==> src/rtl/core/rbd_pkg.sv <==
// ----------------------------------------------------------------------------
// rbd_pkg
// Shared types and constants of the ring buffer deque: command codes,
// request and response payloads, controller to datapath commands.
// ----------------------------------------------------------------------------
`default_nettype none

package rbd_pkg;

	localparam int DEPTH_DEF      = 16;
	localparam int DATA_WIDTH_DEF = 32;

	typedef enum logic [1:0] {
		CMD_PUSH_FRONT = 2'd0,
		CMD_PUSH_BACK  = 2'd1,
		CMD_POP_FRONT  = 2'd2,
		CMD_POP_BACK   = 2'd3
	} cmd_t;

	typedef struct packed {
		cmd_t        command;
		logic [31:0] item_value;
	} req_t;

	typedef struct packed {
		logic [31:0] popped_value;
		logic        ok;
		logic [4:0]  item_count;
		logic        is_empty;
		logic        is_full;
	} rsp_t;

	typedef struct packed {
		logic accept;
		logic load_pop;
	} ctl_t;

endpackage

`default_nettype wire

==> src/rtl/core/rbd_ctrl.sv <==
// ----------------------------------------------------------------------------
// rbd_ctrl
// Controller: takes one request at a time, waits in ST_READ for the slot
// read of a pop, and owns the response valid.
// ----------------------------------------------------------------------------
`default_nettype none

module rbd_ctrl (
	input  wire logic          clk,
	input  wire logic          arst_n,
	input  wire logic          req_valid,
	output logic               req_stall,
	input  wire rbd_pkg::cmd_t req_command,
	output logic               rsp_valid,
	input  wire logic          rsp_stall,
	output rbd_pkg::ctl_t      ctl
);
	import rbd_pkg::*;

	typedef enum logic {
		ST_IDLE,
		ST_READ
	} state_t;

	state_t state_q;
	logic   rsp_valid_q;
	logic   accept;
	logic   is_pop;

	assign req_stall = (state_q != ST_IDLE) || (rsp_valid_q && rsp_stall);
	assign accept    = req_valid && !req_stall;
	assign is_pop    = (req_command == CMD_POP_FRONT) || (req_command == CMD_POP_BACK);

	assign ctl.accept   = accept;
	assign ctl.load_pop = (state_q == ST_READ);
	assign rsp_valid    = rsp_valid_q;

	always_ff @(posedge clk or negedge arst_n) begin
		if (!arst_n) begin
			state_q     <= ST_IDLE;
			rsp_valid_q <= 1'b0;
		end else begin
			unique case (state_q)
				ST_IDLE: begin
					if (accept && is_pop) begin
						state_q     <= ST_READ;
						rsp_valid_q <= 1'b0;
					end else if (accept) begin
						rsp_valid_q <= 1'b1;
					end else if (rsp_valid_q && !rsp_stall) begin
						rsp_valid_q <= 1'b0;
					end
				end
				ST_READ: begin
					state_q     <= ST_IDLE;
					rsp_valid_q <= 1'b1;
				end
				default: begin
					state_q <= ST_IDLE;
				end
			endcase
		end
	end

endmodule

`default_nettype wire

==> src/rtl/core/rbd_datapath.sv <==
// ----------------------------------------------------------------------------
// rbd_datapath
// Datapath: front and back indices, empty flag, entry count, slot memory
// with registered read, and the response register.
// ----------------------------------------------------------------------------
`default_nettype none

module rbd_datapath #(
	parameter int DEPTH      = rbd_pkg::DEPTH_DEF,
	parameter int DATA_WIDTH = rbd_pkg::DATA_WIDTH_DEF
) (
	input  wire logic          clk,
	input  wire logic          arst_n,
	input  wire rbd_pkg::ctl_t ctl,
	input  wire rbd_pkg::req_t req,
	output rbd_pkg::rsp_t      rsp
);
	import rbd_pkg::*;

	localparam int IW = (DEPTH > 1) ? $clog2(DEPTH) : 1;
	localparam int CW = $clog2(DEPTH + 1);
	localparam logic [IW-1:0] LAST  = IW'(DEPTH - 1);
	localparam logic [CW-1:0] FULLC = CW'(DEPTH);

	logic [DATA_WIDTH-1:0] mem [DEPTH];
	logic [DATA_WIDTH-1:0] rd_q;

	logic [IW-1:0] front_q, back_q;
	logic          empty_q;
	logic [CW-1:0] count_q;
	rsp_t          rsp_q;

	logic [IW-1:0] front_d, back_d, wr_addr, rd_addr;
	logic          empty_d, full_now, ok_d, we, re;
	logic [CW-1:0] count_d;

	function automatic logic [IW-1:0] wrap_inc(input logic [IW-1:0] i);
		return (i == LAST) ? '0 : i + 1'b1;
	endfunction

	function automatic logic [IW-1:0] wrap_dec(input logic [IW-1:0] i);
		return (i == '0) ? LAST : i - 1'b1;
	endfunction

	assign full_now = !empty_q && (count_q >= FULLC);

	always_comb begin
		front_d = front_q;
		back_d  = back_q;
		empty_d = empty_q;
		count_d = count_q;
		ok_d    = 1'b0;
		we      = 1'b0;
		re      = 1'b0;
		wr_addr = '0;
		rd_addr = front_q;
		unique case (req.command)
			CMD_PUSH_FRONT, CMD_PUSH_BACK: begin
				if (!full_now) begin
					if (empty_q) begin
						front_d = '0;
						back_d  = '0;
						wr_addr = '0;
					end else if (req.command == CMD_PUSH_FRONT) begin
						front_d = wrap_dec(front_q);
						wr_addr = front_d;
					end else begin
						back_d  = wrap_inc(back_q);
						wr_addr = back_d;
					end
					empty_d = 1'b0;
					count_d = count_q + 1'b1;
					ok_d    = 1'b1;
					we      = ctl.accept;
				end
			end
			CMD_POP_FRONT, CMD_POP_BACK: begin
				rd_addr = (req.command == CMD_POP_FRONT) ? front_q : back_q;
				if (!empty_q) begin
					if (front_q == back_q) begin
						front_d = '0;
						back_d  = '0;
						empty_d = 1'b1;
					end else if (req.command == CMD_POP_FRONT) begin
						front_d = wrap_inc(front_q);
					end else begin
						back_d = wrap_dec(back_q);
					end
					if (count_q != '0) begin
						count_d = count_q - 1'b1;
					end
					ok_d = 1'b1;
					re   = ctl.accept;
				end
			end
			default: begin
				ok_d = 1'b0;
			end
		endcase
	end

	always_ff @(posedge clk or negedge arst_n) begin
		if (!arst_n) begin
			front_q <= '0;
			back_q  <= '0;
			empty_q <= 1'b1;
			count_q <= '0;
		end else if (ctl.accept) begin
			front_q <= front_d;
			back_q  <= back_d;
			empty_q <= empty_d;
			count_q <= count_d;
		end
	end

	// slot memory, registered read
	always_ff @(posedge clk) begin
		if (we) begin
			mem[wr_addr] <= DATA_WIDTH'(req.item_value);
		end
		if (re) begin
			rd_q <= mem[rd_addr];
		end
	end

	always_ff @(posedge clk) begin
		if (ctl.accept) begin
			rsp_q.popped_value <= '0;
			rsp_q.ok           <= ok_d;
			rsp_q.item_count   <= 5'(count_d);
			rsp_q.is_empty     <= empty_d;
			rsp_q.is_full      <= !empty_d && (count_d >= FULLC);
		end else if (ctl.load_pop && rsp_q.ok) begin
			rsp_q.popped_value <= 32'(rd_q);
		end
	end

	assign rsp = rsp_q;

endmodule

`default_nettype wire

==> src/rtl/core/ring_buffer_deque.sv <==
// ----------------------------------------------------------------------------
// ring_buffer_deque
// Double-ended queue in a circular slot memory: push or pop at either end,
// with a response per request giving the popped word, ok and fill status.
//
//   channel  direction  handshake             payload
//   req      in         req_valid/req_stall   rbd_pkg::req_t
//   rsp      out        rsp_valid/rsp_stall   rbd_pkg::rsp_t
//
// A pop waits in ST_READ for the registered slot memory read before its
// response is valid. One request is in flight at a time; the next one
// is taken once the response register is free or being taken in the
// same cycle. Reset clears indices, count and empty flag; slot contents
// are not cleared. A stalled response holds its payload until taken.
// ----------------------------------------------------------------------------
`default_nettype none

module ring_buffer_deque #(
	parameter int DEPTH      = rbd_pkg::DEPTH_DEF,
	parameter int DATA_WIDTH = rbd_pkg::DATA_WIDTH_DEF
) (
	input  wire logic          clk,
	input  wire logic          arst_n,
	input  wire logic          req_valid,
	output logic               req_stall,
	input  wire rbd_pkg::req_t req,
	output logic               rsp_valid,
	input  wire logic          rsp_stall,
	output rbd_pkg::rsp_t      rsp
);
	import rbd_pkg::*;

	ctl_t ctl;

	rbd_ctrl u_ctrl (
		.clk         (clk),
		.arst_n      (arst_n),
		.req_valid   (req_valid),
		.req_stall   (req_stall),
		.req_command (req.command),
		.rsp_valid   (rsp_valid),
		.rsp_stall   (rsp_stall),
		.ctl         (ctl)
	);

	rbd_datapath #(
		.DEPTH      (DEPTH),
		.DATA_WIDTH (DATA_WIDTH)
	) u_datapath (
		.clk    (clk),
		.arst_n (arst_n),
		.ctl    (ctl),
		.req    (req),
		.rsp    (rsp)
	);

endmodule

`default_nettype wire

==> config.mk <==
export PLATFORM = sky130hd
export DESIGN_NAME = ring_buffer_deque
export DESIGN_NICKNAME = d
export VERILOG_FILES = /design/src/rtl/core/rbd_pkg.sv /design/src/rtl/core/rbd_ctrl.sv /design/src/rtl/core/rbd_datapath.sv /design/src/rtl/core/ring_buffer_deque.sv
export SDC_FILE = /design/constraint.sdc
export NUM_CORES = 1
export LEC_CHECK = 0
export ABC_AREA = 1
export BUFFER_PORTS_ARGS = -buffer_cell sky130_fd_sc_hd__buf_2
export CORE_UTILIZATION = 33
export DETAILED_ROUTE_END_ITERATION = 12
export GPL_TIMING_DRIVEN = 0
export RECOVER_POWER = 100
export SLEW_MARGIN = 20
export SYNTH_ARGS = -nofsm -noshare
export SYNTH_HDL_FRONTEND = slang
export SYNTH_SLANG_ARGS = --single-unit
==> constraint.sdc <==
create_clock -name clk -period 3.5 [get_ports clk]
set_clock_uncertainty 0.15 [all_clocks]
set_input_delay 0.175 -clock clk [delete_from_list [all_inputs] [get_ports clk]]
set_output_delay 0.175 -clock clk [all_outputs]
set_load 0.02 [all_outputs]
# Word-level counts from Yosys, hierarchy flattened
# Memories as Yosys holds them, arrays and structs flattened. A register that Yosys moved wholly into a read port is not among the register bits.
# Cells that the tools add are included.
[totals]
register_bits = 56
mem_bits_rw = 512
word_cells = 102
mem_count = 1
[memory_table]
columns = ["name", "words", "width", "read_ports", "rd_ports_with_merged_regs", "write_ports", "line_no", "source"]
rows = [
  ["u_datapath.mem", 16, 32, 1, 1, 1, "rbd_datapath.sv:25", "logic [DATA_WIDTH-1:0] mem [DEPTH];"],
]
[op_classes]
add_sub_neg = 6
order_cmp = 2
eq_ne = 13
n_mux = 47
bitwise = 1
n_reduce_logical = 21
[ops]
columns = ["operator", "count"]
rows = [
  ["$mux 4", 22],
  ["$pmux 4 s2", 2],
  ["$mux 1", 15],
  ["$mux 5", 3],
  ["$ge 5x5->1 const B", 2],
  ["$pmux 5 s2", 1],
  ["$reduce_and 5->1", 2],
  ["$ne 3x2->1 const B", 3],
  ["$add 4x1->4 const B", 2],
  ["$eq 4x4->1 const B", 2],
  ["$logic_not 4->1", 2],
  ["$pmux 1 s2", 4],
  ["$sub 4x1->4 const B", 2],
  ["$logic_and 1x1->1", 7],
  ["$add 5x1->5 const B", 1],
  ["$reduce_bool 5->1", 1],
  ["$sub 5x1->5 const B", 1],
  ["$eq 2x2->1 const B", 2],
  ["$eq 4x4->1", 1],
  ["$logic_not 1->1", 4],
  ["$ne 2x2->1 const B", 2],
  ["$ne 4x1->1 const B", 1],
  ["$reduce_or 2->1", 2],
  ["$ne 3x1->1 const B", 1],
  ["4 further kinds", 5],
]

# Depth between registers and ports, before layout
[logic_depth]
depth_word = 8
depth_mapped = 11

# By module
# From an unflattened synthesis, not the netlist that was laid out.
[unflattened]
hier_cells = 2483
area_unflattened_um2 = 26205.1
[modules_own_cells]
columns = ["module", "instances", "cells_each", "area_per_inst_um2"]
rows = [
  ["rbd_datapath", 1, 2470, 26093.8],
  ["rbd_ctrl", 1, 13, 111.4],
]

# Worst setup path after synthesis
# OpenSTA, ideal clock, no wires.
[synth_timing]
path_type = "register to register"
startpoint = "register u_datapath.front_q[0]"
endpoint = "memory u_datapath.mem[2][0] (netlist name) (enable)"
setup_ps = 421
t_arrival_ps = 2791
required_ps = 2929
path_slack_ps = 137
path_stages_with_launch = 8
n_path_buf = 0
synth_period_minus_slack_ps = 3363
path_cell_list = "dfrtp_1 > inv_1 > ha_1 > inv_1 > nor2_1 > nor4_1 > nand2_1 > nor2_1"
[synth_via]
elab_chain_cells = 6
word_cells_on_any_way = 7
classes_between = "add/sub (1); mux (5); reduce/logical (1)"
[synth_rtl]
columns = ["item", "line_no", "source"]
rows = [
  ["start, declared", "rbd_datapath.sv:28", "logic [IW-1:0] front_q, back_q;"],
  ["start signal, assigned", "rbd_datapath.sv:109", "front_q <= front_d;"],
  ["$sub 4x1->4 / $logic_not 4->1 (equally long branches)", "rbd_datapath.sv:42", "return (i == '0) ? LAST : i - 1'b1;"],
  ["$mux 4 (*)", "rbd_datapath.sv:42", ""],
  ["$mux 4 (*)", "rbd_datapath.sv:64", "end else if (req.command == CMD_PUSH_FRONT) begin"],
  ["$mux 4 (*)", "rbd_datapath.sv:60", "if (empty_q) begin"],
  ["$mux 4 (*)", "rbd_datapath.sv:59", "if (!full_now) begin"],
  ["$mux 4 (*)", "rbd_datapath.sv:57", "unique case (req.command)"],
  ["end, declared", "rbd_datapath.sv:25", ""],
]
# Every way passes the cells marked *; elsewhere a longest branch is shown, timed or not.

# Final worst setup path
[layout_timing]
startpoint = "register u_datapath.back_q[0]"
endpoint = "memory u_datapath.mem[12][15] (netlist name) (enable)"
[layout_via]
elab_chain_cells = 6
word_cells_on_any_way = 7
classes_between = "add/sub (1); eq/ne (1); mux (5)"
[layout_rtl]
columns = ["item", "line_no", "source"]
rows = [
  ["start, declared", "rbd_datapath.sv:28", ""],
  ["start signal, assigned", "rbd_datapath.sv:110", "back_q <= back_d;"],
  ["$add 4x1->4 / $eq 4x4->1 (equally long branches)", "rbd_datapath.sv:38", "return (i == LAST) ? '0 : i + 1'b1;"],
  ["$mux 4 (*)", "rbd_datapath.sv:38", ""],
  ["$mux 4 (*)", "rbd_datapath.sv:64", ""],
  ["$mux 4 (*)", "rbd_datapath.sv:60", ""],
  ["$mux 4 (*)", "rbd_datapath.sv:59", ""],
  ["$mux 4 (*)", "rbd_datapath.sv:57", ""],
]
# Marked as above.

==> impl_metrics.ini <==
[grt]
grt_pass1_wl_mm = 116
track_usage = 0.195
grt_antenna_before_repair = 1
grt_overflow = 0
grt_max_degree = 21
grt_pass1_vias = 17700

[logic_synthesis]
synth_area_per_cell_sq_um = 10.6
synth_flop_cell = edfxtp_1
syn_inst = 2475
synthDistinctLibCells = 28
ys_seq_area_frac = 0.669
yosysWarningCount = 0
synth_edf_count = 552
syn-num-nets = 2519
ys_seq_elements = 600
syn_area_sq_um = 26300
async_flop_share = 0.0267

[pwr]
powerDensity_nw_per_um2 = 717
power.leakage_nw = 12.7
peakVddDrop_mv = 0.452
total_power_w = 0.0222

[sta]
setup_slack_ps = 118
hold_viol = 0
relSlewSlack = -0.0648
rsz0062_at_grt = no
worstMarginPinSlew_ps = 1590
post-route-min-period_ps = 3380
setup_viol = 0
fmax_ghz = 0.296
fin_crit_sh = 0.966
fin_tns_setup_ps = 0
slew_violations = 15

[floorplanning]
row_count = 103
die_area_sq_um = 80900
initial_core_util = 0.333
die_w_um = 285
die_y_um = 285
core_sq_um = 79000
design.portCount = 80

[worst_setup_path]
cp.required_ps = 3650
worstSetupPathType = reg2reg
path_cells = inv_1 > ha_1 > nor2_1 > nor3_1 > nor3_1 > nand2_1 > nor2_4 > buf_6
crit_fanout = 17
endpoint_kind = flip-flop
critical_path_arrival_ps = 3530
cp_num_buf_inv = 2
r2r-start = u_datapath.back_q[0]$_DFFE_PN0P_
cpMaxStageDelayCell = nor2_4
crit_start = u_datapath.back_q[0]$_DFFE_PN0P_
crit_path_max_incr_delay_ps = 660
critPathLaunchType = flip-flop
worst_path_most_repeated_cell = nor3_1
path_delay_family = simple AND/OR/NAND/NOR gates

[cells_and_area]
final_cells = 3775
area_growth_pct = 17.6
drive_above_1_share = 0.0983
stdcell_area_sq_um = 31000
multi_input_area_sq_um = 6500
diodes = 0
fillCellCount = 7591
seq_area_sq_um = 17600
num-nets-final = 2724

[detailed_routing]
vias = 18500
vias_per_cell = 4.91
drtIter0Drc = 2261
wire_per_inst_um = 20.9
drcViolationCount = 0
drt_pass1_iterations = 6
wl_mm = 79.1
antenna_left = 0

[worst_hold_path]
min_from = req_valid
hold_path.class = in2reg

[cts]
cts.sinks = 600
clkLatencyLatePin_ps = 630
postCtsSetupRepairBufs = 0
clock_path_buffers = 3
cts_buffers = 61
clock_tree.htree_level_count = 2
path_clk_slew_ps = 60
tritoncts = built
root_buffer = clkbuf_16

[placement]
port_buffers = 78
place_congestion = 0.878
place_ws_ps = 144
placed_cell_area_sq_um = 28800
detailed_place_hpwl_mm = 53.1
place_inst = 3629

[job]
max-cap-violations = 1

[run_status]
failed_checks = capacitance limit, slew limit
status = complete, but fails checks
-- Yosys cell counts (all sizes together) (3+ instances only) --
cell / number / area (sq um)
a21oi: 3 / 15.0
nand2: 501 / 1880
dfxtp: 32 / 641
o21ai: 24 / 128
nand3b: 129 / 968
inv: 449 / 1690
buf: 110 / 548
nand3: 537 / 2690
dfrtp: 15 / 375
clkbuf: 28 / 105
nor2: 39 / 146
edfxtp: 552 / 16600
nor3: 4 / 20.0
ha: 6 / 75.1
xor2: 4 / 35.0
mux2: 32 / 360
-- worst min-delay path, stage by stage --
cell	delay, ps
buf_2	100
nand2_1	150
inv_1	70
nand2_1	110
nor2_1	90
nand2_1	60
nand2_1	40
-- timing repair --
action | 4_1_cts | 5_1_grt
hold endpoints to repair | 539 | 0
hold buffers | 38 | 0
resized for setup | 0 | 0
-- cells by family (layout without fill, tap and decap cells) --
group	count (synthesis)	in the layout	synth area share
AOI/OAI and AO/OA	30	30	0.00622
adders and majority gates	6	6	0.00285
buffers and inverters	587	837	0.0888
xor gates and xnor gates	6	6	0.00200
and+or+nand+nor	1214	1214	0.217
muxes	32	32	0.0137
DFF	600	600	0.669
-- final cells by class --
cell class,count,area share
buffer,138,0.0210
clock buffer,79,0.0558
clock inverter,29,0.00921
inverter,449,0.0544
multi-input combinational,1288,0.210
sequential,600,0.569
tap,1050,0.0424
timing repair buffer,142,0.0384
-- power by group --
| part | switching [W] | internal [W] | total (W) |
|---|---|---|---|
| logic | 0.00516 | 0.00187 | 0.00704 |
| registers | 0.000181 | 0.00839 | 0.00857 |
| clock network | 0.00278 | 0.00382 | 0.00660 |
-- flip-flops by register name (all words and copies together), names as in the netlist --
signal	count
u_datapath.mem	512
u_datapath.rsp	40
u_datapath.rd_q	32
u_datapath.count_q	5
u_datapath.back_q	4
u_datapath.front_q	4
u_ctrl.rsp_valid	1
u_ctrl.state_q	1
u_datapath.empty_q	1
-- per-layer routing --
metal	vias to the layer above	GRT usage	wire, um
met2	953	0.315	36600
met1	8752	0.259	32100
li1	8640	-	-
met4	2	0.0730	2900
met5	-	0	13
met3	175	0.0355	7430
-- cells in the final DEF (no fill, tap or decap), types with 3 or more instances in the layout --
cell and n:
clkbuf_1 119, clkinv_2 10, nand2_1 501, clkbuf_8 7, clkbuf_16 64, buf_16 12, ha_1 6, clkinv_1 7
buf_12 5, clkinv_4 3, nand3_1 537, o21ai_1 3, clkbuf_4 5, mux2_2 32, nor3_1 4, nand3b_1 129
nor2_4 16, buf_6 4, buf_2 92, dlygate4sd3_1 38, inv_1 448, buf_4 6, buf_1 7, xor2_1 4
edfxtp_1 552, nor2_1 23, dfxtp_1 32, o21ai_0 19, bufinv_16 5, a21oi_1 3, dfrtp_1 15
-- metrics by stage --
stage               hold slack, ps   util
finish                        53.3  0.392
global route                   113  0.392
CTS                           29.7  0.395
detailed placement           -18.8  0.365
global placement             -17.7  0.355
floorplan                     -271      -
-- path summary, 6_finish.rpt --
| check | endpoint | slack, ps | cells after the start |
|---|---|---|---|
| setup reg to reg | u_datapath.mem[12][15]$_DFFE_PP_ | 120 | 8 |
| hold reg to reg | u_ctrl.rsp_valid$_DFFE_PN0P_ | 360 | 2 |
| min in group asynchronous | u_datapath.empty_q$_DFFE_PN1P_ | 490 | 3 |
| setup / recovery | u_datapath.mem[12][15]$_DFFE_PP_ | 120 | 8 |
| max in group asynchronous | u_datapath.count_q[3]$_DFFE_PN0P_ | 1520 | 4 |
| hold / removal | u_datapath.front_q[0]$_DFFE_PN0P_ | 50 | 7 |
Power figures use the tool's default switching activity.
